--- config.mk ---
export PLATFORM = sky130hd
export DESIGN_NAME = ptw_ctrl
export DESIGN_NICKNAME = d
export VERILOG_FILES = /design/src/hdl/ptw_pkg.sv /design/src/hdl/ptw_ctrl.sv
export SDC_FILE = /design/constraint.sdc
export NUM_CORES = 1
export LEC_CHECK = 0
export BUFFER_PORTS_ARGS = -buffer_cell sky130_fd_sc_hd__buf_4
export CAP_MARGIN = 5
export CORE_AREA = 2 2 39 41
export CTS_BUF_LIST = sky130_fd_sc_hd__clkbuf_4
export CTS_CLUSTER_DIAMETER = 200
export DETAILED_ROUTE_END_ITERATION = 7
export DIE_AREA = 0 0 41 43
export PLACE_DENSITY = 0.49
export SKIP_LAST_GASP = 1
export SYNTH_ARGS = -nofsm -noshare
export SYNTH_HDL_FRONTEND = slang
export SYNTH_SLANG_ARGS = --single-unit
--- constraint.sdc ---
create_clock -name clk -period 3.05 [get_ports clk]
set_clock_uncertainty 0.15 [all_clocks]
set_input_delay 0.61 -clock clk [delete_from_list [all_inputs] [get_ports clk]]
set_output_delay 0.61 -clock clk [all_outputs]
set_load 0.005 [all_outputs]
--- src/hdl/ptw_pkg.sv ---
`timescale 1ns / 1ps
`default_nettype none

package ptw_pkg;

  localparam int TablePages      = 16;
  localparam int EntriesPerTable = 512;
  localparam int StoreDepth      = TablePages * EntriesPerTable;

  localparam int PAGE_W  = $clog2(TablePages);
  localparam int NFP_W   = $clog2(TablePages + 1);
  localparam int IDX_W   = $clog2(EntriesPerTable);
  localparam int SADDR_W = PAGE_W + IDX_W;
  localparam int PFN_W   = 40;
  localparam int LEVEL_W = 2;

  localparam logic [LEVEL_W-1:0] LAST_LEVEL = 2'd3;

  // request codes
  localparam logic [1:0] MODE_MAP    = 2'd0;
  localparam logic [1:0] MODE_UNMAP  = 2'd1;
  localparam logic [1:0] MODE_LOOKUP = 2'd2;

  // result status codes
  localparam logic [1:0] ST_OK      = 2'd0;
  localparam logic [1:0] ST_MISSING = 2'd1;
  localparam logic [1:0] ST_FULL    = 2'd2;

  // present + writable for a freshly made table entry
  localparam logic [11:0] NEW_TABLE_FLAGS = 12'h003;

  typedef enum logic [1:0] {
    S_CLEAR,
    S_IDLE,
    S_READ,
    S_EVAL
  } state_t;

  typedef struct packed {
    logic       clr_step;   // write zero at sweep address, advance
    logic       load;       // capture request, restart at root
    logic       rd;         // read entry for the current level
    logic       descend;    // move to next level
    logic       alloc;      // write new table pointer, bump free page
    logic       wr_leaf;    // write leaf entry
    logic       res_load;   // load output register
    logic [1:0] res_status;
    logic       res_xlat;
    logic       res_inval;
  } cmd_t;

  typedef struct packed {
    logic       clr_last;
    logic [1:0] mode;
    logic       last_level;
    logic       present;
    logic       ptr_ok;
    logic       full;
    logic       out_busy;
  } stat_t;

endpackage

`default_nettype wire

--- src/hdl/ptw_ctrl.sv ---
`timescale 1ns / 1ps
`default_nettype none

module ptw_ctrl (
  input  wire logic          clk,
  input  wire logic          rst,
  input  wire logic          in_valid,
  output logic               in_stall,
  input  wire ptw_pkg::stat_t stat,
  output ptw_pkg::cmd_t      cmd
);

  ptw_pkg::state_t state, state_next;

  always_ff @(posedge clk) begin
    if (rst) begin
      state <= ptw_pkg::S_CLEAR;
    end else begin
      state <= state_next;
    end
  end

  always_comb begin
    state_next     = state;
    cmd            = '0;
    cmd.res_status = ptw_pkg::ST_OK;
    in_stall       = (state != ptw_pkg::S_IDLE);

    unique case (state)
      ptw_pkg::S_CLEAR: begin
        cmd.clr_step = 1'b1;
        if (stat.clr_last) begin
          state_next = ptw_pkg::S_IDLE;
        end
      end

      ptw_pkg::S_IDLE: begin
        if (in_valid) begin
          cmd.load   = 1'b1;
          state_next = ptw_pkg::S_READ;
        end
      end

      ptw_pkg::S_READ: begin
        cmd.rd     = 1'b1;
        state_next = ptw_pkg::S_EVAL;
      end

      ptw_pkg::S_EVAL: begin
        if (stat.mode != ptw_pkg::MODE_MAP && stat.mode != ptw_pkg::MODE_UNMAP &&
            stat.mode != ptw_pkg::MODE_LOOKUP) begin
          // unused code: no effect, all-zero word
          if (!stat.out_busy) begin
            cmd.res_load = 1'b1;
            state_next   = ptw_pkg::S_IDLE;
          end
        end else if (!stat.last_level) begin
          if (stat.present) begin
            if (stat.ptr_ok) begin
              cmd.descend = 1'b1;
              state_next  = ptw_pkg::S_READ;
            end else if (!stat.out_busy) begin
              cmd.res_load   = 1'b1;
              cmd.res_status = ptw_pkg::ST_MISSING;
              state_next     = ptw_pkg::S_IDLE;
            end
          end else if (stat.mode != ptw_pkg::MODE_MAP) begin
            if (!stat.out_busy) begin
              cmd.res_load   = 1'b1;
              cmd.res_status = ptw_pkg::ST_MISSING;
              state_next     = ptw_pkg::S_IDLE;
            end
          end else if (stat.full) begin
            if (!stat.out_busy) begin
              cmd.res_load   = 1'b1;
              cmd.res_status = ptw_pkg::ST_FULL;
              state_next     = ptw_pkg::S_IDLE;
            end
          end else begin
            cmd.alloc   = 1'b1;
            cmd.descend = 1'b1;
            state_next  = ptw_pkg::S_READ;
          end
        end else if (!stat.out_busy) begin
          // leaf level: hold until the output register is free
          cmd.res_load = 1'b1;
          state_next   = ptw_pkg::S_IDLE;
          unique case (stat.mode)
            ptw_pkg::MODE_MAP:   cmd.wr_leaf = 1'b1;
            ptw_pkg::MODE_UNMAP: begin
              cmd.wr_leaf   = 1'b1;
              cmd.res_inval = 1'b1;
            end
            default:             cmd.res_xlat = 1'b1;
          endcase
        end
      end

      default: state_next = ptw_pkg::S_CLEAR;
    endcase
  end

endmodule

`default_nettype wire

Word-level counts from Yosys, hierarchy flattened
Index checks and enable logic that the tools add are counted.
{ "classes": {"add_sub_neg": 0, "n_mul": 0, "div": 0, "order_cmp": 0, "n_eq_ne": 9, "n_shift": 0, "n_mux": 40, "bitwise": 0, "reduce_logical": 7} }
{ "op_table": {"columns": ["operator", "n"], "rows": [
  ["2-to-1 mux 2 bit", 16],
  ["2-to-1 mux 3 bit", 7],
  ["2-to-1 mux 1 bit", 14],
  ["2-to-1 mux 8 bit", 1],
  ["case mux 2 bit (4 select lines)", 1],
  ["inequality test 2 bit, second input constant", 3],
  ["== test 2 x 1 -> 1 bit, second input constant", 2],
  ["== test 2 bit, second input constant", 2],
  ["zero test 2 bit", 2],
  ["2-to-1 mux 4 bit", 1],
  ["inequality test 2 x 1 -> 1 bit, second input constant", 2],
  ["logical AND 1 bit", 2],
  ["AND reduction 2 bit", 1],
  ["nonzero test 2 bit", 1],
  ["OR reduction 2 bit", 1]
]} }
{ "word_totals": {"reg_bits": 2, "latchBits": 0, "ramBits": 0, "rom_bits": 0, "memories": 0} }

Logic depth before layout (Yosys ltp)
Gate-level depths: netlist of run 1.
{ "depth": {"depth_word": 7, "mapped_depth": 3, "ltp_nobuf": 3} }

Worst setup path before layout of run 1
Ideal clock, no wire load.
{ "synth_path": {"kind": "input to output", "start": "input stat[1] (netlist name)", "end": "output cmd[4] (netlist name)", "t_arrival_ns": 1.487, "required_time_ns": 2.290, "slack_ns": 0.803, "path_stages": 3, "n_path_buf": 0, "path_cell_list": "or4_1 -> a31o_1 -> and2_1"} }
{ "synth_rtl": {"columns": ["item", "line", "source"], "rows": [
  ["start, declared", "ptw_ctrl.sv:9", "input wire ptw_pkg::stat_t stat,"],
  ["end, declared", "ptw_ctrl.sv:10", "output ptw_pkg::cmd_t cmd"]
]} }

==> results of run 1 <==
## power by group
part	internal [W]	switching (W)	total (W)	leakage, nW
logic	0.0000227	0.0000148	0.0000375	0.167
clock network	0.0000434	0.0000151	0.0000586	0.0138
registers	0.0000288	0.00000343	0.0000322	0.0165
total	0.0000949	0.0000334	0.000128	0.198
## how the worst min path moves through the flow
| stage | startpoint | end |
|---|---|---|
| floorplan | state[1]$_SDFFE_PP0P_ | state[1]$_SDFFE_PP0P_ |
| global placement | state[1]$_SDFFE_PP0P_ | state[1]$_SDFFE_PP0P_ |
| detailed placement | state[1]$_SDFFE_PP0P_ | state[1]$_SDFFE_PP0P_ |
| CTS | state[1]$_SDFFE_PP0P_ | state[1]$_SDFFE_PP0P_ |
| global route | state[1]$_SDFFE_PP0P_ | state[1]$_SDFFE_PP0P_ |
| finish | state[1]$_SDFFE_PP0P_ | state[1]$_SDFFE_PP0P_ |
## cells by family after synthesis
family	share of synthesized area
flops	0.1778
compound gates	0.2167
simple gates	0.6055
## area by class of cell
cell class / count / area [um^2]
Tap cell: 16 / 20.02
Fill cell: 163 / 950.9
Sequential cell: 2 / 40.04
Clock buffer: 3 / 22.52
Multi-Input combinational cell: 26 / 185.2
Timing Repair Buffer: 22 / 165.2
## per-layer routing
metal / global-route usage / routed length [um] / vias to the layer above
li1: - / - / 164
met1: 0.1083 / 306 / 146
met2: 0.1250 / 355 / 9
met3: 0.02094 / 40 / 0
met4: 0.06000 / 0 / 0
met5: 0 / 0 / -
## critical path, stage by stage
cell,delay [ns]
buf_4,0.13
or4_1,0.50
a31o_1,0.23
and2_1,0.17
buf_4,0.13
## per-stage QoR
stage          total power, W  cell area (um^2)  setup WS [ns]  cells
6_report            0.0001283             432.9         0.5266     69
4_1_cts             0.0001332             432.9         0.5212     69
5_1_grt             0.0001386             432.9         0.4747     69
3_5_place_dp       0.00007048             410.4         0.5303     66
3_3_place_gp       0.00007079             410.4         0.5307     66
2_1_floorplan      0.00004566             225.2         0.8028     28
## synth_stat cells, types with 2 or more instances
cell type / number / area, um^2
nor3_1: 3 / 15.01
dfxtp_1: 2 / 40.04
nor2_1: 3 / 11.26
and2_1: 2 / 12.51
nand3b_1: 2 / 15.01
or4_1: 2 / 15.01
==> reports/metrics.cfg, run 1 <==
[floorplan]
dieArea_mm2 = 0.001763
ioPinCount = 23
die_h_um = 43
fp.dieW_um = 41
initial_core_util = 0.1627
rows = 14
core_mm2 = 0.001384

[grt]
grt_pass1_wl_um = 1041
track_usage = 0.08709
antenna_found_initial = 0
grt_pass1_vias = 252
grt_max_degree = 8
overflow = 0

[timing]
finalCritPeriodShare = 0.8273
max_freq_ghz = 0.3963
slew_violations = 0
grt_setup_unrepaired = no
holdWs_ns = 0.4337
setup_viol = 0
hold_viol = 0
layout_min_cycle_time_ns = 2.523
worstMarginPinSlew_ns = 0.3188
tns_ns = 0
relSlewSlack = 0.7845

[clock_network]
cts-root-buf = clkbuf_4
cts.repair.resized = 0
cts_buffers = 3
holdBufCountCts = 0
cts_buffer_depth = 2
cts_tree = built
h-tree-depth = 1
clk_latency_ns = 0.22
clock_sinks = 2
post-cts-setup-buffer-count = 0
clk_pin_slew_ns = 0.03

[logic_synthesis]
synth-async-reset-ratio = 0
synth_edf_count = 0
synth_cell_types = 20
synth_area_per_cell_um2 = 8.043
synth_nets = 39
ys_ff_latch = 2
ys_seq_area_frac = 0.1778
ys_warn_count = 0
synthCells = 28
synthesis.area_um2 = 225.2
ys.flop_type = dfxtp_1

[cells_and_area]
antenna_cells = 0
nets = 66
drive_gt1_frac = 0.5283
final_common_cell = buf_4
syn2layout_area_growth_pct = 92.22
largest_reg_flops = 2
reg_top3 = state x2
fin_util = 0.3128
layout.cells.most_common_list = buf_4 (22), nor3_1 (3), nor2_1 (3), clkbuf_4 (3)
max_flop_register = state

[critical_path]
critPathLaunchType = input port
end_kind = output pin
crit_end = cmd[4]
reg2reg_from = state[1]$_SDFFE_PP0P_
worst-path-max-fanout = 7
regToRegSetupSlack_ns = 1.87
rr_worst_depth = 3
startpoint = stat[6]
worstSetupPathType = input port to output pin
cp_data_required_time_ns = 2.29
worstPathArrival_ns = 1.76
reg2reg_to = state[1]$_SDFFE_PP0P_

[place]
place_congestion = 0.6080
portBuffers = 22

[pwr]
peakVddDrop_mv = 0.1946
p_per_area_mw_per_mm2 = 296.3
p_leak_nw = 0.1975

[routing]
drt_iter0_drc = 2
vias = 319
dr.pass1.iters = 2
viasPerCell = 4.623
drt_wl_total_um = 702
wire_per_inst_um = 10.17
drc_errors = 0
drtAntennaViolNets = 0

[run]
cap_violations = 0

[hold_path]
holdPathStages = 2
worstHoldPathType = flop to flop

[status]
status = completed

Note: power is estimated with default switching activity, not from simulation.
==> run 2, diff against run 1 <==
ABC_AREA = 1   (was default)
PLACE_DENSITY = 0.54   (was 0.49)
clock period = 2.4 ns   (was 3.05 ns; I/O delays follow)
==> reports/metrics.cfg, run 2 <==
[status]
status = completed

[critical_path]
path_cells = nand2_2 -> or2_4 -> nor3_2 -> buf_4
crit_buf_inv = 1  ; -1
crit_cells = 4  ; -1
end_kind = output pin
rr_worst_depth = 4  ; +1
cpPeakStageDelay_ns = 0.47  ; -0.03 ns
worstSetupPathType = flop to output pin
slowest_stage = dfxtp_1
cp_data_required_time_ns = 1.77  ; -0.52 ns
critPathTopFamily = simple AND/OR/NAND/NOR gates
worst-path-max-fanout = 9  ; +2
worstPathArrival_ns = 1.38  ; -0.38 ns
regToRegSetupSlack_ns = 1.11  ; -0.76 ns
critPathLaunchType = flop

[floorplan]
rows = 14  ; unchanged
die_h_um = 43  ; unchanged
initial_core_util = 0.2007  ; +0.03797
core_mm2 = 0.001384  ; unchanged
ioPinCount = 23  ; unchanged
fp.dieW_um = 41  ; unchanged
dieArea_mm2 = 0.001763  ; unchanged

[timing]
relSlewSlack = 0.8139  ; +0.02946
max_freq_ghz = 0.4976
finalCritPeriodShare = 0.8374
tns_ns = 0  ; unchanged
layout_min_cycle_time_ns = 2.010
hold_viol = 0  ; unchanged
worstMarginPinSlew_ns = 0.2787  ; -0.04008 ns
slew_violations = 0  ; unchanged
setup_viol = 0  ; unchanged
grt_setup_unrepaired = no

[routing]
wire_per_inst_um = 9.183  ; -9.7%
drc_errors = 0  ; unchanged
drtAntennaViolNets = 0  ; unchanged
dr.pass1.iters = 3  ; +1
viasPerCell = 4.378  ; -5.3%
drt_wl_total_um = 753  ; +7.3%
drt_iter0_drc = 3  ; +1
vias = 359  ; +13%

[cells_and_area]
drive_gt1_frac = 0.5909  ; +0.06261
antenna_cells = 0  ; unchanged
nets = 79  ; +20%
reg_top3 = state x2
multi_input_area_um2 = 196.4  ; +6.1%
final_common_cell = buf_4
syn2layout_area_growth_pct = 70.72
max_flop_register = state
largest_reg_flops = 2  ; unchanged
seq_area_um2 = 40.04  ; unchanged
nFillCells = 159  ; -2.5%
layout.cells.most_common_list = buf_4 (22), nor2_1 (6), nand2_1 (6)

[logic_synthesis]
synth_top_area_frac = 0.1441  ; -0.03363
synthesis.area_um2 = 277.8  ; +23%
synth_cell_types = 18  ; -10%
ys_top_cells_by_count = nand2_1 (6), nor2_1 (6), inv_1 (5)
synth-async-reset-ratio = 0  ; unchanged
synth_edf_count = 0  ; unchanged
synth_area_per_cell_um2 = 6.613  ; -18%
ys_seq_area_frac = 0.1441  ; -0.03363
netlist.top_cell.by_area = dfxtp_1
ys_ff_latch = 2  ; unchanged
synthCells = 42  ; +50%
synth_nets = 53  ; +36%
ys.flop_type = dfxtp_1
ys_warn_count = 0  ; unchanged
synth_area_leaders = dfxtp_1 (14%), nor3_2 (11%), nor4_2 (9.0%)

[run]
cap_violations = 0  ; unchanged

[pwr]
intPower_w = 0.0001200  ; +26%
swShare = 0.3032  ; +0.04289
power_w = 0.0001721  ; +34%
p_seq_frac = 0.247  ; -0.004
p_leak_nw = 0.2293  ; +16%
peakVddDrop_mv = 0.1884  ; -3.2%
clockPowerShare = 0.435  ; -0.022
p_per_area_mw_per_mm2 = 363.0  ; +23%
combinationalPowerShare = 0.318  ; +0.026
power.switching_w = 0.00005219  ; +56%

[clock_network]
cts_buffers = 3  ; unchanged
holdBufCountCts = 0  ; unchanged
clk_pin_slew_ns = 0.03  ; about the same
cts_buffer_depth = 2  ; unchanged
clock_sinks = 2  ; unchanged
post-cts-setup-buffer-count = 0  ; unchanged
clk_latency_ns = 0.22  ; about the same
cts_tree = built
cts-root-buf = clkbuf_4
h-tree-depth = 1  ; unchanged
cts.repair.resized = 0  ; unchanged

[place]
portBuffers = 22  ; unchanged
dp_hpwl_um = 615
place_congestion = 0.6330  ; +4.1%

[grt]
track_usage = 0.09419  ; +0.007101
grt_max_degree = 10  ; +2
grt_pass1_wl_um = 1138  ; +9.3%
antenna_found_initial = 0  ; unchanged
overflow = 0  ; unchanged
grt_pass1_vias = 306  ; +21%

[hold_path]
holdPathStages = 2  ; unchanged
worstHoldPathType = input port to flop

-- run 2: cell count changes after synthesis, moves of 2 or more --
cell and delta:
inv_1 +5, nand2_1 +5, inv_2 +3, nor2_1 +3, nor3_1 -3, nor3_2 +3
a21oi_1 +2, and2_1 -2, nand2_2 +2, nand3_1 +2, nand3b_1 -2, nor4_2 +2
or4_1 -2
-- run 2: worst paths after layout --
kind,startpoint,endpoint
worst min register to register,state[0]$_SDFFE_PP0P_,state[0]$_SDFFE_PP0P_
worst max register to register,state[0]$_SDFFE_PP0P_,state[1]$_SDFFE_PP0P_
worst min-delay path,rst,state[0]$_SDFFE_PP0P_
worst max-delay path,state[0]$_SDFFE_PP0P_,cmd[2]
-- run 2: cell families (layout without fill, tap and decap cells) --
| kind of cell | after synthesis | after routing | share of synthesized area |
|---|---|---|---|
| buffers and inverters | 9 | 33 | 0.1487 |
| AND/OR/NAND/NOR | 26 | 26 | 0.5766 |
| AO/OA/AOI/OAI | 5 | 5 | 0.1306 |
| flip-flops | 2 | 2 | 0.1441 |
-- run 2: stage by stage --
stage	utilization	worst slack, ns	hold WS [ns]	cell area, um^2	instances
2_1_floorplan	-	0.7796	0.3991	277.8	42
3_3_place_gp	0.3264	0.4861	0.4596	451.7	79
3_5_place_dp	0.3264	0.4897	0.4579	451.7	79
4_1_cts	0.3427	0.3688	0.2667	474.2	82
5_1_grt	0.3427	0.3022	0.2657	474.2	82
6_report	0.3427	0.3902	0.2741	474.2	82
-- run 2: layout make-up --
class,instances,area share
clock buffer,3,0.04749
inverter,8,0.06332
multi-input combinational,31,0.4142
sequential,2,0.08443
tap,16,0.04222
timing repair buffer,22,0.3483
-- run 2: power by group through the flow --
stage | logic (W) | clock network [W] | registers, W
2_1_floorplan | 0.0000334 | 0 | 0.0000390
3_3_place_gp | 0.0000553 | 0 | 0.0000432
3_5_place_dp | 0.0000551 | 0 | 0.0000431
4_1_cts | 0.0000555 | 0.0000799 | 0.0000427
5_1_grt | 0.0000611 | 0.0000842 | 0.0000432
6_report | 0.0000548 | 0.0000749 | 0.0000424
-- run 2: worst reg2reg max path, cell delays in order (launching register included) --
cell and delay [ns]:
dfxtp_1 0.47, nand2_2 0.09, or2_4 0.28, a21oi_4 0.14, nor3_2 0.04
-- run 2: per-layer routing --
layer | vias up | part of all wire | wire, um | global-route usage
li1 | 185 | - | - | -
met1 | 156 | 0.42 | 319 | 0.1118
met2 | 18 | 0.44 | 333 | 0.1344
met3 | 0 | 0.13 | 100 | 0.05236
met4 | 0 | 0 | 0 | 0.04000
met5 | - | 0 | 0 | 0
